**config.mk**
```make
export PLATFORM = sky130hd
export DESIGN_NAME = segment_average_logger_top
export DESIGN_NICKNAME = d
export VERILOG_FILES = /design/src/rtl/sal_pkg.sv /design/src/rtl/sal_avg_div.sv /design/src/rtl/segment_average_logger_top.sv
export SDC_FILE = /design/constraint.sdc
export NUM_CORES = 2
export LEC_CHECK = 0
export ABC_AREA = 1
export BUFFER_PORTS_ARGS = -buffer_cell sky130_fd_sc_hd__buf_2
export CORE_ASPECT_RATIO = 1.1
export CORE_MARGIN = 4
export CORE_UTILIZATION = 38
export CTS_CLUSTER_SIZE = 28
export DETAILED_ROUTE_END_ITERATION = 7
export PLACE_DENSITY = 0.58
export SLEW_MARGIN = 20
export SYNTH_ARGS = -nofsm -noshare
export SYNTH_HDL_FRONTEND = slang
export SYNTH_SLANG_ARGS = --single-unit
```
**constraint.sdc**
```tcl
create_clock -name clk -period 14.8 [get_ports clk]
set_input_delay 3.7 -clock clk [delete_from_list [all_inputs] [get_ports clk]]
set_output_delay 3.7 -clock clk [all_outputs]
set_load 0.005 [all_outputs]
```
**src/rtl/sal_pkg.sv**
```systemverilog
// ----------------------------------------------------------------------------
// sal_pkg
// Shared types and constants of the segment average logger.
// ----------------------------------------------------------------------------
package sal_pkg;

  localparam int LOG_DAYS   = 8;
  localparam int SEGS       = 8;
  localparam int COUNT_BITS = 16;
  localparam int SUM_W      = 24;
  localparam int ROW_W      = (LOG_DAYS > 1) ? $clog2(LOG_DAYS) : 1;
  localparam int ENTRIES    = LOG_DAYS * SEGS;
  localparam int ADDR_W     = $clog2(ENTRIES);

  localparam int SEC_PER_DAY = 86400;
  localparam int SEC_PER_SEG = 10800;
  localparam int TIME_W      = 32;
  localparam int DAY_STEPS   = TIME_W;
  localparam int SEG_STEPS   = 3;
  localparam int AVG_STEPS   = SUM_W;

  localparam logic [3:0] FAIL_MAX = 4'd15;

  localparam logic CMD_SAMPLE = 1'b0;
  localparam logic CMD_READ   = 1'b1;

  localparam int CFG_IDX_W  = 1;
  localparam int CFG_DATA_W = 7;
  localparam logic [CFG_IDX_W-1:0] REG_FAILURE_LIMIT = 1'd0;
  localparam logic [CFG_IDX_W-1:0] REG_AVG_CEILING   = 1'd1;

  typedef struct packed {
    logic        command;
    logic        sensor_ok;
    logic [7:0]  temp_reading;
    logic [7:0]  humi_reading;
    logic [31:0] time_seconds;
    logic [2:0]  read_day;
    logic [2:0]  read_segment;
  } item_t;

  typedef struct packed {
    logic        refresh_ok;
    logic [7:0]  held_temp;
    logic [7:0]  held_humi;
    logic [15:0] day_number;
    logic [2:0]  segment_index;
    logic [6:0]  avg_temp;
    logic [6:0]  avg_humi;
  } result_t;

  typedef struct packed {
    logic load;
    logic step;
  } div_ctrl_t;

endpackage

```
**src/rtl/sal_avg_div.sv**
```systemverilog
// ----------------------------------------------------------------------------
// sal_avg_div
// Bit-serial restoring divide of a segment sum by its reading count, one
// quotient bit per cycle while step is high, the quotient clamped to the ceiling.
// ----------------------------------------------------------------------------
module sal_avg_div (
  input  logic                            clk,
  input  sal_pkg::div_ctrl_t              ctrl,
  input  logic [sal_pkg::SUM_W-1:0]       dividend,
  input  logic [sal_pkg::COUNT_BITS-1:0]  divisor,
  input  logic [6:0]                      ceiling,
  output logic [6:0]                      avg
);
  import sal_pkg::*;

  logic [SUM_W-1:0]      dvd;
  logic [COUNT_BITS-1:0] dsr;
  logic [COUNT_BITS-1:0] rem;
  logic [6:0]            quot;
  logic                  over;
  logic [COUNT_BITS:0]   trial;
  logic                  ge;

  assign trial = {rem, dvd[SUM_W-1]};
  assign ge    = trial >= {1'b0, dsr};

  always_ff @(posedge clk) begin
    if (ctrl.load) begin
      dvd  <= dividend;
      dsr  <= divisor;
      rem  <= '0;
      quot <= '0;
      over <= 1'b0;
    end else if (ctrl.step) begin
      rem  <= ge ? COUNT_BITS'(trial - {1'b0, dsr}) : trial[COUNT_BITS-1:0];
      quot <= {quot[5:0], ge};
      over <= over | quot[6];
      dvd  <= {dvd[SUM_W-2:0], 1'b0};
    end
  end

  assign avg = (over || quot > ceiling) ? ceiling : quot;

endmodule

```
**src/rtl/segment_average_logger_top.sv**
```systemverilog
// ----------------------------------------------------------------------------
// segment_average_logger_top
// Sensor reading holder with a day log of three-hour segment averages.
// ----------------------------------------------------------------------------
// One item is worked at a time. A sample item runs the bit-serial divide of
// the time by the day length (32 steps, then 3 for the segment) and, when it
// is logged, the two bit-serial average divides running side by side (24
// steps); a read item goes straight to the memory read. The log keeps its
// rows in a circular memory with one registered read port; a new day
// advances the row pointer and clears the row's entry flags together,
// so no clearing pass follows reset.
module segment_average_logger_top (
  input  logic                               clk,
  input  logic                               rst,
  input  logic                               item_valid,
  output logic                               item_stall,
  input  sal_pkg::item_t                     item,
  output logic                               result_valid,
  input  logic                               result_stall,
  output sal_pkg::result_t                   result,
  input  logic                               cfg_valid,
  output logic                               cfg_ready,
  input  logic [sal_pkg::CFG_IDX_W-1:0]      cfg_index,
  input  logic [sal_pkg::CFG_DATA_W-1:0]     cfg_data
);
  import sal_pkg::*;

  localparam logic [2:0] S_IDLE  = 3'd0;
  localparam logic [2:0] S_DAY   = 3'd1;
  localparam logic [2:0] S_SEG   = 3'd2;
  localparam logic [2:0] S_ACCUM = 3'd3;
  localparam logic [2:0] S_AVG   = 3'd4;
  localparam logic [2:0] S_WRITE = 3'd5;
  localparam logic [2:0] S_READ  = 3'd6;
  localparam logic [2:0] S_DONE  = 3'd7;

  logic [2:0] state;
  logic [4:0] cnt;

  logic [3:0] failure_limit;
  logic [6:0] average_ceiling;

  logic [3:0]            fail_count;
  logic [7:0]            held_temperature;
  logic [7:0]            held_humidity;
  logic [2:0]            last_segment;
  logic [COUNT_BITS-1:0] reading_count;
  logic [SUM_W-1:0]      temp_sum;
  logic [SUM_W-1:0]      humi_sum;
  logic [15:0]           day_dates [LOG_DAYS];
  logic [ROW_W-1:0]      head;
  logic [ENTRIES-1:0]    entry_valid;
  logic [13:0]           avg_mem [ENTRIES];
  logic [13:0]           mem_q;
  logic                  mem_q_valid;

  logic       cmd;
  logic       store_en;
  logic       ok_flag;
  logic [2:0] rday;
  logic [2:0] rseg;

  logic [TIME_W-1:0] secs_sr;
  logic [16:0]       day_rem;
  logic [15:0]       day_q;
  logic [2:0]        seg_q;

  logic [3:0]  fail_upd;
  logic [3:0]  fail_count_next;
  logic [7:0]  held_temperature_next;
  logic [7:0]  held_humidity_next;
  logic        exceeded;
  logic        store_next;

  logic [17:0] day_trial;
  logic        day_ge;
  logic [16:0] seg_div;
  logic        seg_ge;

  logic [ROW_W-1:0] newest;
  logic [ROW_W-1:0] head_next;
  logic [ROW_W-1:0] read_row;
  logic [ROW_W:0]   row_sum;
  logic [ADDR_W-1:0] newest_addr;
  logic [ADDR_W-1:0] rd_addr;
  logic              rday_in_range;

  logic                  restart;
  logic [SUM_W-1:0]      temp_base;
  logic [SUM_W-1:0]      humi_base;
  logic [COUNT_BITS-1:0] count_base;
  logic [SUM_W:0]        temp_add;
  logic [SUM_W:0]        humi_add;
  logic [COUNT_BITS:0]   count_add;
  logic [SUM_W-1:0]      temp_sum_next;
  logic [SUM_W-1:0]      humi_sum_next;
  logic [COUNT_BITS-1:0] reading_count_next;

  div_ctrl_t  div_ctrl;
  logic [6:0] temp_avg;
  logic [6:0] humi_avg;
  result_t    result_next;
  logic       accept;

  assign item_stall = state != S_IDLE;
  assign cfg_ready  = 1'b1;
  assign accept     = item_valid && !item_stall;

  always_comb begin
    if (item.sensor_ok) begin
      fail_upd              = '0;
      held_temperature_next = item.temp_reading;
      held_humidity_next    = item.humi_reading;
    end else begin
      fail_upd              = (fail_count < FAIL_MAX) ? fail_count + 4'd1 : fail_count;
      held_temperature_next = held_temperature;
      held_humidity_next    = held_humidity;
    end
    exceeded        = fail_upd > failure_limit;
    fail_count_next = fail_upd;
    if (exceeded) begin
      fail_count_next       = failure_limit;
      held_temperature_next = '0;
      held_humidity_next    = '0;
    end
    store_next = !exceeded && held_temperature_next != '0 && held_humidity_next != '0;
  end

  assign day_trial = {day_rem, secs_sr[TIME_W-1]};
  assign day_ge    = day_trial >= 18'(SEC_PER_DAY);

  always_comb begin
    unique case (cnt[1:0])
      2'd0:    seg_div = 17'(SEC_PER_SEG * 4);
      2'd1:    seg_div = 17'(SEC_PER_SEG * 2);
      default: seg_div = 17'(SEC_PER_SEG);
    endcase
  end
  assign seg_ge = day_rem >= seg_div;

  assign newest    = (head == '0) ? ROW_W'(LOG_DAYS - 1) : head - 1'b1;
  assign head_next = (head == ROW_W'(LOG_DAYS - 1)) ? '0 : head + 1'b1;
  assign row_sum   = {1'b0, head} + {1'b0, ROW_W'(rday)};
  assign read_row  = (row_sum >= (ROW_W + 1)'(LOG_DAYS)) ?
                     ROW_W'(row_sum - (ROW_W + 1)'(LOG_DAYS)) : row_sum[ROW_W-1:0];
  assign rday_in_range = int'(rday) < LOG_DAYS;
  assign newest_addr   = ADDR_W'({newest, seg_q});
  assign rd_addr       = (cmd == CMD_SAMPLE) ? newest_addr : ADDR_W'({read_row, rseg});

  assign restart    = seg_q != last_segment;
  assign temp_base  = restart ? '0 : temp_sum;
  assign humi_base  = restart ? '0 : humi_sum;
  assign count_base = restart ? '0 : reading_count;
  assign temp_add   = {1'b0, temp_base} + {{(SUM_W - 7){1'b0}}, held_temperature};
  assign humi_add   = {1'b0, humi_base} + {{(SUM_W - 7){1'b0}}, held_humidity};
  assign count_add  = {1'b0, count_base} + {{COUNT_BITS{1'b0}}, 1'b1};
  assign temp_sum_next      = temp_add[SUM_W] ? '1 : temp_add[SUM_W-1:0];
  assign humi_sum_next      = humi_add[SUM_W] ? '1 : humi_add[SUM_W-1:0];
  assign reading_count_next = count_add[COUNT_BITS] ? '1 : count_add[COUNT_BITS-1:0];

  assign div_ctrl.load = state == S_ACCUM;
  assign div_ctrl.step = state == S_AVG;

  sal_avg_div u_temp_div (
    .clk      (clk),
    .ctrl     (div_ctrl),
    .dividend (temp_sum_next),
    .divisor  (reading_count_next),
    .ceiling  (average_ceiling),
    .avg      (temp_avg)
  );

  sal_avg_div u_humi_div (
    .clk      (clk),
    .ctrl     (div_ctrl),
    .dividend (humi_sum_next),
    .divisor  (reading_count_next),
    .ceiling  (average_ceiling),
    .avg      (humi_avg)
  );

  always_comb begin
    result_next.held_temp = held_temperature;
    result_next.held_humi = held_humidity;
    if (cmd == CMD_SAMPLE) begin
      result_next.refresh_ok    = ok_flag;
      result_next.day_number    = day_q;
      result_next.segment_index = seg_q;
      result_next.avg_temp      = mem_q_valid ? mem_q[13:7] : '0;
      result_next.avg_humi      = mem_q_valid ? mem_q[6:0] : '0;
    end else begin
      result_next.refresh_ok    = 1'b1;
      result_next.day_number    = rday_in_range ? day_dates[ROW_W'(rday)] : '0;
      result_next.segment_index = rseg;
      result_next.avg_temp      = (rday_in_range && mem_q_valid) ? mem_q[13:7] : '0;
      result_next.avg_humi      = (rday_in_range && mem_q_valid) ? mem_q[6:0] : '0;
    end
  end

  always_ff @(posedge clk) begin
    if (state == S_WRITE) begin
      avg_mem[newest_addr] <= {temp_avg, humi_avg};
    end
    if (state == S_READ) begin
      mem_q <= avg_mem[rd_addr];
    end
  end

  always_ff @(posedge clk) begin
    if (accept) begin
      cmd     <= item.command;
      rday    <= item.read_day;
      rseg    <= item.read_segment;
      secs_sr <= item.time_seconds;
    end
    unique case (state)
      S_IDLE: begin
        day_rem <= '0;
      end
      S_DAY: begin
        day_rem <= day_ge ? 17'(day_trial - 18'(SEC_PER_DAY)) : day_trial[16:0];
        day_q   <= {day_q[14:0], day_ge};
        secs_sr <= {secs_sr[TIME_W-2:0], 1'b0};
      end
      S_SEG: begin
        day_rem <= seg_ge ? day_rem - seg_div : day_rem;
        seg_q   <= {seg_q[1:0], seg_ge};
      end
      default: begin
      end
    endcase
  end

  always_ff @(posedge clk) begin
    if (rst) begin
      state            <= S_IDLE;
      cnt              <= '0;
      failure_limit    <= 4'd10;
      average_ceiling  <= 7'd99;
      fail_count       <= '0;
      held_temperature <= '0;
      held_humidity    <= '0;
      last_segment     <= '0;
      reading_count    <= '0;
      temp_sum         <= '0;
      humi_sum         <= '0;
      head             <= '0;
      entry_valid      <= '0;
      mem_q_valid      <= 1'b0;
      store_en         <= 1'b0;
      ok_flag          <= 1'b1;
      result_valid     <= 1'b0;
      for (int i = 0; i < LOG_DAYS; i++) begin
        day_dates[i] <= '0;
      end
    end else begin
      if (cfg_valid && cfg_ready) begin
        unique case (cfg_index)
          REG_FAILURE_LIMIT: failure_limit   <= cfg_data[3:0];
          REG_AVG_CEILING:   average_ceiling <= cfg_data[6:0];
          default: begin
          end
        endcase
      end

      result_valid <= (state == S_DONE) || (result_valid && result_stall);

      unique case (state)
        S_IDLE: begin
          cnt <= '0;
          if (accept) begin
            if (item.command == CMD_SAMPLE) begin
              fail_count       <= fail_count_next;
              held_temperature <= held_temperature_next;
              held_humidity    <= held_humidity_next;
              store_en         <= store_next;
              ok_flag          <= !exceeded;
              state            <= S_DAY;
            end else begin
              state <= S_READ;
            end
          end
        end
        S_DAY: begin
          if (cnt == 5'(DAY_STEPS - 1)) begin
            cnt   <= '0;
            state <= S_SEG;
          end else begin
            cnt <= cnt + 5'd1;
          end
        end
        S_SEG: begin
          if (cnt == 5'(SEG_STEPS - 1)) begin
            cnt   <= '0;
            state <= store_en ? S_ACCUM : S_READ;
          end else begin
            cnt <= cnt + 5'd1;
          end
        end
        S_ACCUM: begin
          if (day_q != day_dates[LOG_DAYS-1]) begin
            for (int i = 0; i < LOG_DAYS - 1; i++) begin
              day_dates[i] <= day_dates[i+1];
            end
            day_dates[LOG_DAYS-1] <= day_q;
            head <= head_next;
            for (int i = 0; i < ENTRIES; i++) begin
              if (i / SEGS == int'(head)) begin
                entry_valid[i] <= 1'b0;
              end
            end
          end
          last_segment  <= seg_q;
          temp_sum      <= temp_sum_next;
          humi_sum      <= humi_sum_next;
          reading_count <= reading_count_next;
          cnt           <= '0;
          state         <= S_AVG;
        end
        S_AVG: begin
          if (cnt == 5'(AVG_STEPS - 1)) begin
            cnt   <= '0;
            state <= S_WRITE;
          end else begin
            cnt <= cnt + 5'd1;
          end
        end
        S_WRITE: begin
          entry_valid[newest_addr] <= 1'b1;
          state <= S_READ;
        end
        S_READ: begin
          mem_q_valid <= entry_valid[rd_addr];
          state       <= S_DONE;
        end
        S_DONE: begin
          if (!result_valid || !result_stall) begin
            state <= S_IDLE;
          end
        end
        default: state <= S_IDLE;
      endcase
    end
  end

  always_ff @(posedge clk) begin
    if (state == S_DONE && (!result_valid || !result_stall)) begin
      result <= result_next;
    end
  end

endmodule

```
### Word-level counts from Yosys, hierarchy flattened

Memories as Yosys holds them, arrays and structs flattened. A register that Yosys moved wholly into a read port is not among the register bits.
Index checks and enable logic that the tools add are counted.

* add/sub/neg operators: 13
* magnitude comparators: 12
* eq/ne operators: 36
* multiplexer cells: 77
* bitwise logic cells: 13
* reductions and logical operators: 41

Operators by type and width (count)
* $mux 16: 12
* $mux 24: 8
* $pmux 64 s2: 1
* $mux 32: 2
* $mux 64: 1
* $or 64x64->64: 1
* $ge 17x16->1: 3
* $pmux 17 s3: 1
* $add 24x8->25: 2
* $mux 17: 2
* $mux 3: 11
* $mux 33: 1
* $mux 8: 4
* $pmux 16 s2: 1
* $sub 16x16->16: 2
* $mux 7: 4
* $reduce_and 3->1: 9
* $pmux 3 s8: 1
* $ne 2x1->1 const B: 11
* $pmux 5 s4: 1
* $ge 18x17->1 const B: 1
* $mux 1: 18
* $add 16x1->17 const B: 1
* $sub 17x16->17: 1
* other kinds (43): 93

* bits in registers: 414
* bits in writable memories: 1024
* bits of input ports: 69
* output and inout bits: 53
* word-level logic and storage cells: 242
* memories: 2

Memories
* avg_mem: depth 64, width 14, read ports 1, clocked after memory_dff 1, write ports 1, RTL line segment_average_logger_top.sv:53 `logic [13:0] avg_mem [ENTRIES];`
* day_dates: depth 8, width 16, read ports 8, clocked after memory_dff 1, write ports 8, RTL line segment_average_logger_top.sv:50 `logic [15:0] day_dates [LOG_DAYS];`

### Logic depth before layout (Yosys ltp)

* depth in word-level cells: 8
* mapped depth: 24
* depth with buffers taken out: 20

### Modules after synthesis

A second synthesis with hierarchy kept.

* cell total of the unflattened synthesis: 6442
* area, all modules: 65997.0 um^2

Modules (own cells, without submodules)
* segment_average_logger_top: instances 1, cells an instance 5462, area an instance 58439.8 um^2, seq. area each 38516.9 um^2
* sal_avg_div: instances 2, cells an instance 490, area an instance 3778.6 um^2, seq. area each 1681.6 um^2

### Least setup slack after synthesis

No wires, ideal clock.

* kind: input -> register
* start: input port rst
* end: memory day_dates[0][0] (enable)
* data arrival time: 6.184 ns
* data required time: 13.676 ns
* slack: 7.492 ns
* cell stages on the path: 3
* buffers on the path: 1
* cells stage by stage: inv_1 clkbuf_1 nand2_1

RTL lines
* start: declaration: RTL line segment_average_logger_top.sv:14 `input logic rst,`
* end: declaration: RTL line segment_average_logger_top.sv:50

==> flow_summary_export.csv <==
group,metric,value,unit
run_status,outcome,"completed",
cells_and_area,nFillCells,15600,
drt,vias,45800,
clock_network,clkLatencyLatePin,0.79,ns
sta,fin_setup_tns,0,ns
drt,wire_per_inst,20.6,um
setup_path,worstPathArrival,6.60,ns
sta,finalHoldViolations,0,
clock_network,cts_inserted_buffers,156,
yosys,async_flop_share,0,
yosys,synth_area_leader_cell,"edfxtp_1",
sta,drv_slew,0,
yosys,ys_warn_count,0,
worst_hold_path,whs_endpoint,"entry_valid[10]",
global_routing,grt_pass1_vias,44200,
drt,drc,0,
pwr,irDropWorstVdd,161,uV
cells_and_area,multiInputGateArea,0.0199,mm^2
setup_path,crit_top_cell,"buf_4",
pwr,p_per_area,172,mW/mm^2
setup_path,cpMaxStageDelayCell,"buf_4",
drt,initialDrtViolationCount,4214,
placed_design,io_buffers,120,
placed_design,place.gp.congestion,0.824,
floorplan,num_rows,157,
yosys,ys_seq_area_frac,0.645,
sta,holdWs,0.447,ns
setup_path,path_delay_family,"buffers and inverters",
clock_network,cts-resized-gates,0,
cells_and_area,final_nets,6292,
worst_hold_path,hold_class,"flop to flop",
cells_and_area,layout-drive-gt1-share,0.0942,
global_routing,antenna_found_initial,6,
setup_path,r2r-start,"cmd",
drt,antenna_left,0,
run,max-cap-violations,0,
clock_network,tritoncts,"yes",
yosys,synthDistinctLibCells,57,
floorplan,start_util,0.384,
yosys,netlist_instances,6077,
worst_hold_path,hold_path_startpoint,"entry_valid[10]",
drt,wl,175000,um
yosys,syn_area,0.0642,mm^2
setup_path,worstPathRequired,15.21,ns
setup_path,slowest_delay,0.87,ns
clock_network,cts_hold_buf,0,
sta,rsz0062_at_grt,"false",
sta,post-route-period-util,0.418,
yosys,synthFlopType,"edfxtp_1",
clock_network,cts_setup_buffers,0,
cells_and_area,syn_to_final_growth,13.0,%
yosys,synth-edff-count,1226,
global_routing,track_usage,0.197,
clock_network,path_clk_slew,0.06,ns
global_routing,grt_pass1_wl,268000,um
cells_and_area,regArea,0.0414,mm^2
setup_path,crit_type,"input port to flop",
yosys,syn_avg_cell_area,10.6,um^2
yosys,ys_top_cells_by_area,"edfxtp_1, dfxtp_1, o21ai_0, nor2_1, nand2_1",
setup_path,worst_r2r_endpoint,"mem_q[6]",
sta,skew,0.0253,ns
floorplan,die_area,0.176,mm^2
setup_path,r2r_slack,9.54,ns
drt,first_pass_iters,7,
drt,drt-vias-per-instance,5.40,
setup_path,cp_max_fo,75,
clock_network,clkSinkCount,1455,
clock_network,cts_htree_levels,4,
worst_hold_path,hold_depth,2,
sta,max_freq,162,MHz
placed_design,dp_hpwl,101000,um
cells_and_area,final_cell_count_no_fill,8474,
sta,tightest_slew,1.14,ns
floorplan,die_w,400,um
yosys,synth_top_area_frac,0.573,
setup_path,path_buf_inv,3,
yosys,ys_ff_latch,1455,
floorplan,die_h,439,um
setup_path,critPathCaptureType,"flop",
placed_design,dpl.cell_count,8192,
setup_path,start_kind,"input port",
floorplan,num_io_pins,122,
pwr,p_leak,25.7,nW
setup_path,worstPathCellList,"buf_4 -> inv_2 -> nand2_4 -> buf_4",
sta,post-route-min-period,6.19,ns
clock_network,cts_buffer_depth,3,
clock_network,clk_root_buffer_cell,"clkbuf_16",
floorplan,core,0.167,mm^2
setup_path,r2r_cells,13,
global_routing,grt_overflow,0,
sta,relSlewSlack,0.233,
sta,worst_slack,8.61,ns
sta,finalSetupViolations,0,
yosys,syn_nets,6245,
placed_design,place_ws,7.82,ns
global_routing,grt_max_degree,184,
Yosys cell counts, types with 21 or more instances:
library cell / number
nor2_1: 878
buf_1: 23
clkbuf_1: 304
inv_1: 491
nand2_1: 704
o211ai_1: 130
o21ai_1: 32
buf_2: 21
xnor2_1: 30
a21oi_1: 281
nand4_1: 91
o21ai_0: 700
dfxtp_1: 229
a22o_1: 30
nor3_1: 55
nand3_1: 306
o21bai_1: 23
o22ai_1: 123
o221ai_1: 132
ha_1: 93
xor2_1: 42
edfxtp_1: 1226
registers in the layout, indices dropped and copies added (netlist names), 14 cells and up, named ones only:
signal	flops
avg_mem	896
u_temp_div.dsr	16
day_q	16
u_humi_div.dvd	24
entry_valid	64
day_dates	128
secs_sr	32
u_humi_div.rem	16
result	50
temp_sum	24
humi_sum	24
mem_q	14
day_rem	17
u_temp_div.dvd	24
reading_count	16
u_temp_div.rem	16
final cells by class:
class / instances / area share
diodes: 3 / 0.000103
clock buffers: 221 / 0.0605
clock inverters: 58 / 0.00795
inverters: 505 / 0.0264
multi-input cells: 3760 / 0.275
flip-flops and latches: 1455 / 0.570
well taps: 2226 / 0.0384
repair buffers: 246 / 0.0217
power breakdown:
group,leakage (nW),total [mW],switching (mW),internal [mW]
sequential,13.2,5.34,0.188,5.15
clock,2.43,3.81,1.62,2.20
combinational,10.2,3.33,2.49,0.839
layer usage:
metal / up-vias / GRT usage / routed length [um]
met5: - / 0 / 0
met4: 0 / 0.0660 / 5550
met3: 289 / 0.0294 / 10400
met2: 1372 / 0.326 / 84200
met1: 22400 / 0.264 / 74500
li1: 21700 / - / -
cells in the final DEF, fill, tap and decap left out, drive strengths merged, types with 3 or more instances in the layout:
cell	instances
nand3b	10
inv	506
nand4	93
a211oi	4
xor2	42
nand3	315
diode	3
clkbuf	221
ha	93
bufinv	7
a21o	6
buf	246
a22o	30
nor2	901
a21oi	281
o21ai	732
nand2	710
edfxtp	1226
o211ai	130
o221ai	132
fa	6
nor3	60
xnor2	31
dfxtp	229
o21bai	23
o22ai	123
or2	11
o31ai	6
clkinv	48
a31oi	9
worst max-delay path by stage:
stage                     start  cells past startpoint                to  slack [ns]
after floorplan             rst                      3   day_dates[0][0]        7.49
after global placement      rst                      4   day_dates[6][2]        7.84
after detailed placement    rst                      4   day_dates[0][2]        7.82
after CTS                   rst                      4   day_dates[1][1]        8.69
after global routing        rst                      4  day_dates[5][12]        8.43
final                       rst                      4   day_dates[3][5]        8.61
tightest hold or removal path, delay by kind of cell, from the launching register on:
family | cells | cell delay (ns)
AOI/OAI and AO/OA | 1 | 0.05
buffers and inverters | 1 | 0.04
DFF | 1 | 0.31
cell families (layout without fill, tap and decap cells):
family | count (synthesis) | after routing | share of synthesized area
AND/OR/NAND/NOR | 2105 | 2105 | 0.139
AO/OA/AOI/OAI | 1482 | 1482 | 0.134
flip-flops | 1455 | 1455 | 0.645
buffers and inverters | 862 | 1030 | 0.0516
adder cells (fa/ha/maj) | 99 | 99 | 0.0200
XOR/XNOR | 73 | 73 | 0.0102
other | 1 | 4 | 0.0000584
metrics by stage:
step,area [um^2],total power [mW],util
global route,72600,13.1,0.434
CTS,72600,12.6,0.434
global placement,67600,8.70,0.404
finish,72600,12.5,0.434
detailed placement,67600,8.76,0.404
floorplan,64200,7.53,-
(Power assumes the default switching activity.)
